===== src/hdl/npic_pkg.sv =====
// Shared constants, types and helper functions of the interrupt collector.
package npic_pkg;

   localparam int NUM_SOURCES = 128;
   localparam int NUM_LEVELS  = 4;
   localparam int IDX_W       = 7;
   localparam int PRIO_W      = 2;
   localparam int LVL_W       = $clog2(NUM_LEVELS);
   localparam int TREE_SIZE   = 128;
   localparam int GROUP       = 8;
   localparam int NUM_GRP_A   = TREE_SIZE / GROUP;
   localparam int NUM_GRP_B   = NUM_GRP_A / GROUP;

   // operation codes
   localparam logic [1:0] OP_LINE  = 2'd0;
   localparam logic [1:0] OP_READ  = 2'd1;
   localparam logic [1:0] OP_WRITE = 2'd2;

   // write aliases
   localparam logic [1:0] ALIAS_PLAIN  = 2'd0;
   localparam logic [1:0] ALIAS_SET    = 2'd1;
   localparam logic [1:0] ALIAS_CLEAR  = 2'd2;
   localparam logic [1:0] ALIAS_TOGGLE = 2'd3;

   // register map
   localparam logic [8:0] REG_VECTOR   = 9'h000;
   localparam logic [8:0] REG_LEVELACK = 9'h001;
   localparam logic [8:0] REG_CTRL     = 9'h002;
   localparam logic [8:0] REG_VBASE    = 9'h004;
   localparam logic [8:0] REG_STAT     = 9'h007;
   localparam logic [8:0] REG_RAW0     = 9'h00a;
   localparam logic [8:0] REG_RAW1     = 9'h00b;
   localparam logic [8:0] REG_RAW2     = 9'h00c;
   localparam logic [8:0] REG_RAW3     = 9'h00d;
   localparam logic [8:0] REG_INTR0    = 9'h012;
   localparam logic [8:0] REG_INTR_END = 9'(REG_INTR0 + NUM_SOURCES);
   localparam logic [8:0] REG_UNDEF    = 9'h0f2;
   localparam logic [8:0] REG_VERSION  = 9'h0f3;

   localparam logic [31:0] VERSION_VALUE = 32'h0200_0000;
   localparam logic [31:0] STAT_NONE     = 32'h0000_007f;
   localparam logic [31:0] CTRL_RESET    = 32'hc000_0000;
   localparam logic [3:0]  LEVEL_MASK    = 4'hf;

   // control word bits
   localparam int CTRL_SOFTRST = 31;
   localparam int CTRL_GATE    = 30;
   localparam int CTRL_NONEST  = 19;
   localparam int CTRL_RSE     = 18;
   localparam int CTRL_FIQEN   = 17;
   localparam int CTRL_IRQEN   = 16;

   // source control bits
   localparam int SRC_EN   = 2;
   localparam int SRC_SOFT = 3;
   localparam int SRC_FIQ  = 4;

   typedef struct packed {
      logic              valid;
      logic [PRIO_W-1:0] prio;
      logic [IDX_W-1:0]  idx;
   } cand_type;

   typedef struct packed {
      logic load;
      logic exec;
      logic mem_fin;
      logic tree_a;
      logic tree_b;
      logic tree_c;
   } cmd_type;

   typedef struct packed {
      logic is_intr;
      logic needs_update;
   } status_type;

   // keep a unless b has strictly higher priority (lower index wins ties)
   function automatic cand_type cand_pick(cand_type a, cand_type b);
      return (b.valid && (!a.valid || (b.prio > a.prio))) ? b : a;
   endfunction

   function automatic logic [31:0] apply_alias(logic [31:0] old, logic [31:0] v,
                                               logic [1:0] alias_sel);
      logic [31:0] r;
      case (alias_sel)
         ALIAS_SET:    r = old | v;
         ALIAS_CLEAR:  r = old & ~v;
         ALIAS_TOGGLE: r = old ^ v;
         default:      r = v;
      endcase
      return r;
   endfunction

endpackage


===== src/hdl/npic_ctrl.sv =====
// Sequencer: steps one transfer through execute, memory, update and response.
module npic_ctrl (
   input  logic                clock,
   input  logic                reset,
   input  logic                req_valid,
   output logic                req_ready,
   output logic                rsp_valid,
   input  logic                rsp_ready,
   input  npic_pkg::status_type status,
   output npic_pkg::cmd_type    cmd
);
   import npic_pkg::*;

   typedef enum logic [2:0] {
      ST_IDLE, ST_EXEC, ST_MEMF, ST_UPDA, ST_UPDB, ST_UPDC, ST_RESP
   } state_type;

   state_type state_ff;

   // state register
   always_ff @(posedge clock) begin
      if (reset) begin
         state_ff <= ST_IDLE;
      end else begin
         case (state_ff)
            ST_IDLE: if (req_valid) state_ff <= ST_EXEC;
            ST_EXEC: begin
               if (status.is_intr) state_ff <= ST_MEMF;
               else if (status.needs_update) state_ff <= ST_UPDA;
               else state_ff <= ST_RESP;
            end
            ST_MEMF: state_ff <= status.needs_update ? ST_UPDA : ST_RESP;
            ST_UPDA: state_ff <= ST_UPDB;
            ST_UPDB: state_ff <= ST_UPDC;
            ST_UPDC: state_ff <= ST_RESP;
            ST_RESP: if (rsp_ready) state_ff <= ST_IDLE;
            default: state_ff <= ST_IDLE;
         endcase
      end
   end

   // commands to the datapath
   assign req_ready   = (state_ff == ST_IDLE);
   assign rsp_valid   = (state_ff == ST_RESP);
   assign cmd.load    = (state_ff == ST_IDLE) && req_valid;
   assign cmd.exec    = (state_ff == ST_EXEC);
   assign cmd.mem_fin = (state_ff == ST_MEMF);
   assign cmd.tree_a  = (state_ff == ST_UPDA);
   assign cmd.tree_b  = (state_ff == ST_UPDB);
   assign cmd.tree_c  = (state_ff == ST_UPDC);
endmodule


===== config.mk =====
export PLATFORM = sky130hd
export DESIGN_NAME = npic_ctrl
export DESIGN_NICKNAME = d
export VERILOG_FILES = /design/src/hdl/npic_pkg.sv /design/src/hdl/npic_ctrl.sv
export SDC_FILE = /design/constraint.sdc
export NUM_CORES = 1
export LEC_CHECK = 0
export ABC_AREA = 1
export BUFFER_PORTS_ARGS = -buffer_cell sky130_fd_sc_hd__buf_2
export CAP_MARGIN = 25
export CORE_AREA = 2 2 39 41
export CTS_CLUSTER_DIAMETER = 30
export DETAILED_ROUTE_END_ITERATION = 12
export DIE_AREA = 0 0 41 43
export GPL_ROUTABILITY_DRIVEN = 0
export HOLD_SLACK_MARGIN = 0.02
export PLACE_DENSITY_LB_ADDON = 0.3
export SLEW_MARGIN = 30
export SYNTH_ARGS = -nofsm -noshare
export SYNTH_HDL_FRONTEND = slang
export SYNTH_SLANG_ARGS = --single-unit

===== constraint.sdc =====
create_clock -name clock -period 0.87 [get_ports clock]
set_input_delay 0.0435 -clock clock [delete_from_list [all_inputs] [get_ports clock]]
set_output_delay 0.0435 -clock clock [all_outputs]
set_load 0.01 [all_outputs]

==> impl.org, run 1 <==
** Yosys
- Post-synth net total :: between 40 and 50
- Synth area leader :: sky130_fd_sc_hd__dfxtp_1
- Count of different cell masters after synthesis :: 15
- Post-synth EDFFs :: 0
- After synthesis, the cell types taking the most area are sky130_fd_sc_hd__dfxtp_1 24%, sky130_fd_sc_hd__inv_1 15%, sky130_fd_sc_hd__nor2_1 11%, sky130_fd_sc_hd__nand2_1 9.2%, sky130_fd_sc_hd__nand3_1 8.2%.
- The top cell type by area accounts for between 20% and 30% of the synthesized area.
- Prevailing post-synth register cell :: sky130_fd_sc_hd__dfxtp_1
- Synthesis produced 42 cells.
- Post-synthesis area per instance :: 5.84 um2
- The Yosys step of the flow raised 0 warnings.
- Post-Synthesis Cell Area :: 245 um2
- Part of the Yosys area used for sequential elements :: 24.5%
- In this run, synthesis produced a sequential element count of 3.
- Post-synth top cells :: 10 x sky130_fd_sc_hd__inv_1, 7 x sky130_fd_sc_hd__nor2_1, 6 x sky130_fd_sc_hd__nand2_1, 4 x sky130_fd_sc_hd__nand3_1, 3 x sky130_fd_sc_hd__dfxtp_1
- Most numerous cell in the Yosys netlist :: sky130_fd_sc_hd__inv_1
- After synthesis, the share of flip-flops with an asynchronous set or reset is 0%.

** Final layout
- More flip-flops sit in one register than any other, and that register is state_ff.
- Share of cells above drive strength 1 :: 70.4%
- Largest registers :: state_ff x3
- 0 antenna diodes ended up in the layout.
- Area growth from synthesis to layout :: 135%
- Cells fill between 40% and 50% of the core in the end.
- The register with the most flip-flops in the layout has 3 of them.
- After filler insertion, the fill cell instance count of the layout stands at 153.
- At the end of the flow, the number of nets in the layout was 78.

** Clock tree
- Clock edge transition at the registers on the reported setup and hold paths :: 0.04 ns
- TritonCTS built the clock tree.
- Clock tree synthesis found a total of 3 sinks.
- The clock passes through at most 2 buffers.
- CTS H-Tree Depth :: 1
- The later pin in the worst-skew pair is clocked with a latency of 0.23 ns.
- The cell sitting at the root of the clock tree is a sky130_fd_sc_hd__clkbuf_4.
- Number of buffers created by CTS :: 3

** Worst setup path
- Worst path slowest cell :: sky130_fd_sc_hd__dfxtp_4
- Setup crit end kind :: output pin
- Crit-path cells :: buf_6, nor3_4, inv_2, nor2_1, buf_2
- The critical path contains buffers and inverters numbering 3 combined.
- Critical Path Source Type :: flop
- The critical path in this run is classified as flop to output pin.
- At the worst endpoint, the arrival time is ~1.1 ns.
- Broken down by cell family, the worst path's largest delay share belongs to flip-flops.
- For this run, the slowest stage of the critical path takes 0.33 ns.
- At the worst endpoint, the required time is 0.83 ns.
- CP Max Fanout :: 2

** Routing
- Count of routing violations after the opening detailed-route iteration :: 5
- Wire segments on met3 add up to 39 um in the final route.
- The detail route stage leaves a number of antenna-violating nets equal to 0.
- Drt pass-1 iters :: 3
- Via/cell ratio :: between 4 and 5
- After detailed routing, the number of remaining DRC violations is 0.
- Number of vias after detailed routing :: 349
- The highest layer touched by signal routing is met4.
- Summed over all layers, the routed wires come to 721 um.
- Wire length on met1 :: 290 um
- Wire length on met2 :: around 380 um
- Dividing the detail-routed wire length by the instance count gives 8.29 um.

** STA
- Fin crit share :: 127%
- Actual transition at the worst max-transition pin :: 0.169 ns
- Setup WS post-layout :: -0.233 ns
- The number of hold violations in the final report came to 0.
- Max-slew violations :: 0
- Timing would allow up to between 900 and 1000 MHz.
- For the final routed database, the setup TNS stands at -1.97 ns.
- RSZ-0062 raised after global routing :: yes
- Relative slew slack :: 88.7%
- Setup Viol. Count Final :: 11
- Tmin final :: 1.10 ns
- Clock skew on the completed layout was measured at approximately 0.0017 ns.

** Pwr
- Clk pwr share :: between 10% and 20%
- Areal power density over the cells :: 3460 nW/um2
- Per report_power, the combinational group accounts for 70.3% of the total.
- The worst-case IR drop observed on VDD is 1590 uV.
- Net switching is a little over 40% of the power.
- Power spent charging and discharging nets :: approximately 0.82 mW
- Leakage :: 0.295 nW
- Share of total power in sequential cells :: between 10% and 20%
- The internal power of the cells totals about 1.2 mW.

** Hold path
- The path class of the tightest hold or removal check is primary input to flop.

** Global route
- Maximum number of pins on one net before global-route repair :: 8
- Global routing finished with a remaining overflow of 0.
- Global routing used 9.04% of the available tracks across all layers.
- Wire length of the first global-routing pass :: 1050 um
- Number of antenna violations at the first check in global routing :: 0
- Via count of the first global-routing pass :: 266

** Die
- Placeable core region :: approximately 1400 um2
- Row count :: 14
- Chip width :: 41 um
- The die covers around 1800 um2.
- # IOs :: 14
- The floorplan step set the die height to 43 um.
- The initial utilization of the core area, before any placement, comes to 17.7%.

** Run
- The tool flagged a number of max-cap violations equal to 0.

** Placement
- Before CTS, the worst setup slack after placement is -0.159 ns.
- In this run the tool buffered the top-level ports with 13 buffer cells.
- Detailed placement ended at an HPWL of between 500 and 600 um.

** Status
- Outcome :: finished, violations left
- The checks that failed: negative setup slack.
==> logic make-up (layout without fill, tap and decap cells) <==
logic type             Yosys count  count (layout)  share of synthesized area (%)
AOI/OAI and AO/OA                3               3                           7.14
DFF                              3               3                           24.5
and+or+nand+nor                 24              24                           46.9
buffers and inverters           12              41                           21.4
==> layer usage <==
metal	vias to the layer above	track usage [%]
li1	187	-
met1	149	11.6
met2	11	11.6
met3	2	1.57
met4	0	9.33
met5	-	0
==> timing repair <==
item / 4_1_cts / 5_1_grt
cloned: 0 / 0
pin swaps: 3 / 7
hold endpoints to repair: 2 / 0
setup buffers: 5 / 2
setup endpoints to repair: 11 / 11
gates resized for setup: 13 / 17
hold buffers: 1 / 0
==> path summary, 6_finish.rpt <==
path,start,to,slack [ns],cells past startpoint
worst min register to register,state_ff[2],state_ff[0],0.67,3
worst min-delay path,rsp_ready,state_ff[2],0.1,4
worst max register to register,state_ff[0],state_ff[0],-0.14,6
worst max-delay path,state_ff[0],cmd[5],-0.23,5
==> stage by stage <==
step	hold WS (ns)	power, mW	std cells	instance area [um2]
after floorplan	0.103	0.842	42	269
after global placement	0.233	1.12	75	380
after detailed placement	0.232	1.12	75	380
after CTS	0.112	1.75	85	503
after global routing	0.108	2.14	87	576
final	0.0991	1.99	87	576
==> layout make-up <==
class / count / area (um2) / area share (%)
sequential: 3 / 71.3 / 12.4
clock buffer: 4 / 26.3 / 4.57
tap: 16 / 20.0 / 3.48
inverter: 11 / 43.8 / 7.61
timing repair buffer: 26 / 213 / 37.0
multi-input combinational: 27 / 201 / 35.0
==> cells in the final DEF (no fill, tap or decap), types with 2 or more instances in the layout <==
| cell | n |
|---|---|
| sky130_fd_sc_hd__buf_6 | 10 |
| sky130_fd_sc_hd__nand3_1 | 3 |
| sky130_fd_sc_hd__nor2_4 | 4 |
| sky130_fd_sc_hd__dfxtp_4 | 3 |
| sky130_fd_sc_hd__buf_2 | 9 |
| sky130_fd_sc_hd__nand2_4 | 2 |
| sky130_fd_sc_hd__nor2_1 | 2 |
| sky130_fd_sc_hd__nor2_2 | 3 |
| sky130_fd_sc_hd__nand2_1 | 2 |
| sky130_fd_sc_hd__inv_2 | 2 |
| sky130_fd_sc_hd__clkbuf_4 | 3 |
| sky130_fd_sc_hd__inv_1 | 8 |
| sky130_fd_sc_hd__nand2_2 | 4 |
| sky130_fd_sc_hd__buf_4 | 6 |
==> power by group through the flow <==
stage          Sequential, mW  Combinational, mW  Clock (mW)
2_1_floorplan           0.303              0.539           0
3_3_place_gp            0.334              0.783           0
3_5_place_dp            0.339              0.780           0
4_1_cts                 0.353               1.15       0.247
5_1_grt                 0.364               1.52       0.254
6_report                0.353               1.40       0.237
==> worst reg2reg max path: cells and delay by family (launching register included) <==
kind,cells,cell delay [ns]
flip-flops,1,0.33
buffers and inverters,2,0.26
AND/OR/NAND/NOR,4,0.31
(Power assumes the default switching activity.)
==> run 2, diff against run 1 <==
--- a/config.mk
+++ b/config.mk
@@ -15,6 +15,7 @@
 export GPL_ROUTABILITY_DRIVEN = 0
 export HOLD_SLACK_MARGIN = 0.02
 export PLACE_DENSITY_LB_ADDON = 0.3
+export SETUP_SLACK_MARGIN = 0.4
 export SLEW_MARGIN = 30
 export SYNTH_ARGS = -nofsm -noshare
 export SYNTH_HDL_FRONTEND = slang
==> run 2 against run 1 <==
  * The run ends with negative hold slack, negative setup slack left
  * Maximum frequency down 1.8%
  * Sequential share of layout area down 0.54 points
  * Via count up 5.4%
  * Clock power about the same
  * Sequential power up 9.9%
  * Non-clock buffer count up 2
  * Setup slack worse by 0.021 ns
  * Clock skew down 0.0012 ns
  * Routed wire length up 9.8%
  * Largest cell class unchanged
==> impl.org, run 2 (synthesized netlist as in run 1, its figures left out) <==
** Status
- The run finished, with violations left.
- Violations in the final reports :: negative hold slack, negative setup slack

** Final layout
- Ranked by flip-flop count, first place goes to state_ff.
- The largest registers in the layout are state_ff x3.
- From synthesis to final layout, the design area changed by 145%.
- Share of cells above drive strength 1 :: 74.0% (+3.6 points)
- Most common cell after layout, fill and taps aside :: sky130_fd_sc_hd__buf_6
- In the layout the commonest cells are 12 x sky130_fd_sc_hd__buf_6, 9 x sky130_fd_sc_hd__buf_2, 7 x sky130_fd_sc_hd__inv_1, 7 x sky130_fd_sc_hd__buf_4, 5 x sky130_fd_sc_hd__nor2_2.
- The count of antenna diodes in the layout was 0 (unchanged).
- Number of nets at the end of the flow :: 80 (+2.6%)
- The end-of-flow core utilization came to 43.5% (+1.9 points).
- Flip-flop count of the largest register after layout :: 3 (unchanged)

** Global route
- All-layer global routing usage :: 9.93% (+0.89 points)
- The initial antenna violation count is 0 (unchanged).
- The via count of the first global-routing pass was 325 (+22%).
- The remaining global-route overflow came to 0 (unchanged).
- The global-route wire length before repair came to 1210 um (+16%).
- Maximum number of pins on one net before global-route repair :: 7 (-1)

** Routing
- Via/cell ratio :: 4.13 (+3.1%)
- The per-cell routed wire length is 8.90 um (+7.4%).
- Count of routing violations after the opening detailed-route iteration :: 11 (+6)
- The detailed-route via count came to 368 (+5.4%).
- Drt pass-1 iters :: 4 (+1)
- Drt total wl :: 792 um (+9.8%)
- Residual DRC :: 0 (unchanged)
- Number of antenna-violating nets in the routed design :: 0 (unchanged)

** Worst setup path
- STA classifies the critical path startpoint as a flop.
- The worst setup path is of the flop to output pin kind.
- The data arrival time at the worst-slack endpoint is 1.08 ns (+0.02 ns).
- Setup crit end kind :: output pin
- Critical path required time :: 0.83 ns (about the same)
- Reg-to-reg endpoint :: state_ff[0]
- In this run the worst setup path begins at state_ff[0].
- The path depth of the worst reg2reg path is 6 (unchanged).
- CP Capture Point :: cmd[5]
- CP Max Fanout :: 4 (+2)
- The worst register-to-register path begins at state_ff[0].
- The worst setup slack for register-to-register paths was -0.16 ns (-0.02 ns).

** Pwr
- The proportion of total power due to net switching is 40.5% (-0.71 points).
- The part of the power in the clock network is 11.0% (-0.9 points).
- Power spent charging and discharging nets :: 0.866 mW (+5.5%)
- Internal cell power :: 1.27 mW (+8.6%)
- The peak ir drop on the vdd network came to 1960 uV (+23%).
- Share of total power in sequential cells :: 18.2% (+0.5 points)
- The part of the power in combinational logic was 70.9% (+0.6 points).
- Areal power density over the cells :: 3550 nW/um2 (+2.6%)
- Leakage :: 0.308 nW (+4.6%)

** Clock tree
- Buffer cell driving the clock tree root :: sky130_fd_sc_hd__clkbuf_4
- The maximum root-to-sink buffer count is 2 (unchanged).
- Clock tree from TritonCTS :: yes
- The H-tree depth came to 1 (unchanged).
- The clock transition at the registers of the reported paths was 0.04 ns (about the same).
- Number of buffers created by CTS :: 3 (unchanged)
- The clock insertion delay at the later pin of the skew report was 0.23 ns (about the same).
- The CTS sink count is 3 (unchanged).

** STA
- Setup WS post-layout :: -0.254 ns (-0.0206 ns)
- The post-route fraction of the period consumed by the critical path came to 129% (+2.4 points).
- RSZ-0062 raised after global routing :: yes
- The number of hold violations in the final report came to 2 (+2).
- Maximum clock rate :: 890 MHz (-1.8%)
- Final-layout worst hold slack :: -0.00238 ns (-0.101 ns)
- Relative slew slack :: 89.1% (+0.32 points)
- Skew final :: 0.000475 ns (-0.00118 ns)
- The slew of the pin with the lowest slew margin came to 0.164 ns (-0.00533 ns).
- The number of setup violations in the final report was 11 (unchanged).
- The number of pins with negative max-slew slack in the final report was 0 (unchanged).
- The time the worst path needs with I/O delays and setup is 1.12 ns (+0.0206 ns).

** Die
- The initial core utilization came to 17.7% (unchanged).
- The number of I/O pins came to 14 (unchanged).
- The area of the die was 1760 um2 (unchanged).
- The core region area came to 1380 um2 (unchanged).
- Row count :: 14 (unchanged)
- The die width came to 41 um (unchanged).
- The die height is 43 um (unchanged).

** Run
- Number of violations of the max-capacitance limit :: 0 (unchanged)

** Placement
- Port bufs :: 13 (unchanged)
- The worst slack at placement is -0.195 ns (-0.0361 ns).
- Detailed placement HPWL :: 506 um (+0.68%)

** Hold path
- Worst min-delay path startpoint :: reset
- Worst hold path type :: primary input to flop
run 2: power groups by stage:
| stage | clock [mW] | combinational, mW | sequential [mW] |
|---|---|---|---|
| final | 0.235 | 1.51 | 0.388 |
| after global routing | 0.268 | 1.62 | 0.398 |
| after CTS | 0.241 | 1.43 | 0.375 |
| after detailed placement | 0 | 0.822 | 0.349 |
| after global placement | 0 | 0.817 | 0.353 |
| after floorplan | 0 | 0.547 | 0.303 |
run 2: area by class of cell:
| type | instances | area [um2] |
|---|---|---|
| fillers | 151 | 782 |
| flip-flops and latches | 3 | 71.3 |
| multi-input cells | 27 | 208 |
| inverters | 11 | 43.8 |
| repair buffers | 28 | 233 |
| clock buffers | 4 | 26.3 |
| well taps | 16 | 20.0 |
run 2: worst max-delay path: stages (launching register included):
cell                      delay [ns]
sky130_fd_sc_hd__dfxtp_4        0.35
sky130_fd_sc_hd__buf_6          0.12
sky130_fd_sc_hd__nor3_4         0.13
sky130_fd_sc_hd__inv_2          0.05
sky130_fd_sc_hd__nor2_1         0.07
sky130_fd_sc_hd__buf_2          0.13
run 2: worst min path at each step:
| stage | end | cells past startpoint |
|---|---|---|
| after floorplan | state_ff[2] | 1 |
| after global placement | state_ff[2] | 2 |
| after detailed placement | state_ff[2] | 2 |
| after CTS | state_ff[1] | 2 |
| after global routing | state_ff[2] | 2 |
| final | state_ff[1] | 2 |
run 2: repair_timing:
item                                   4_1_cts  5_1_grt
setup endpoints to repair                   11       11
pin swaps                                    9        2
setup buffers                                8        1
gates cloned                                 0        0
resized for setup                           26        5
endpoints found under the hold margin        2        2
run 2: stage by stage:
step                      setup TNS, ns  instance area [um2]  std cells  total power [mW]
after floorplan                 -0.0933                  272         42             0.850
after global placement           -0.691                  390         76              1.17
after detailed placement         -0.624                  390         76              1.17
after CTS                         -2.20                  579         88              2.04
after global routing              -2.65                  602         89              2.29
final                             -2.11                  602         89              2.14
run 2: layer usage:
layer	vias up	wire length, um	GRT usage (%)
li1	191	-	-
met1	163	315	13.1
met2	12	433	14.4
met3	2	30	1.57
met4	0	12	6.00
met5	-	0	0
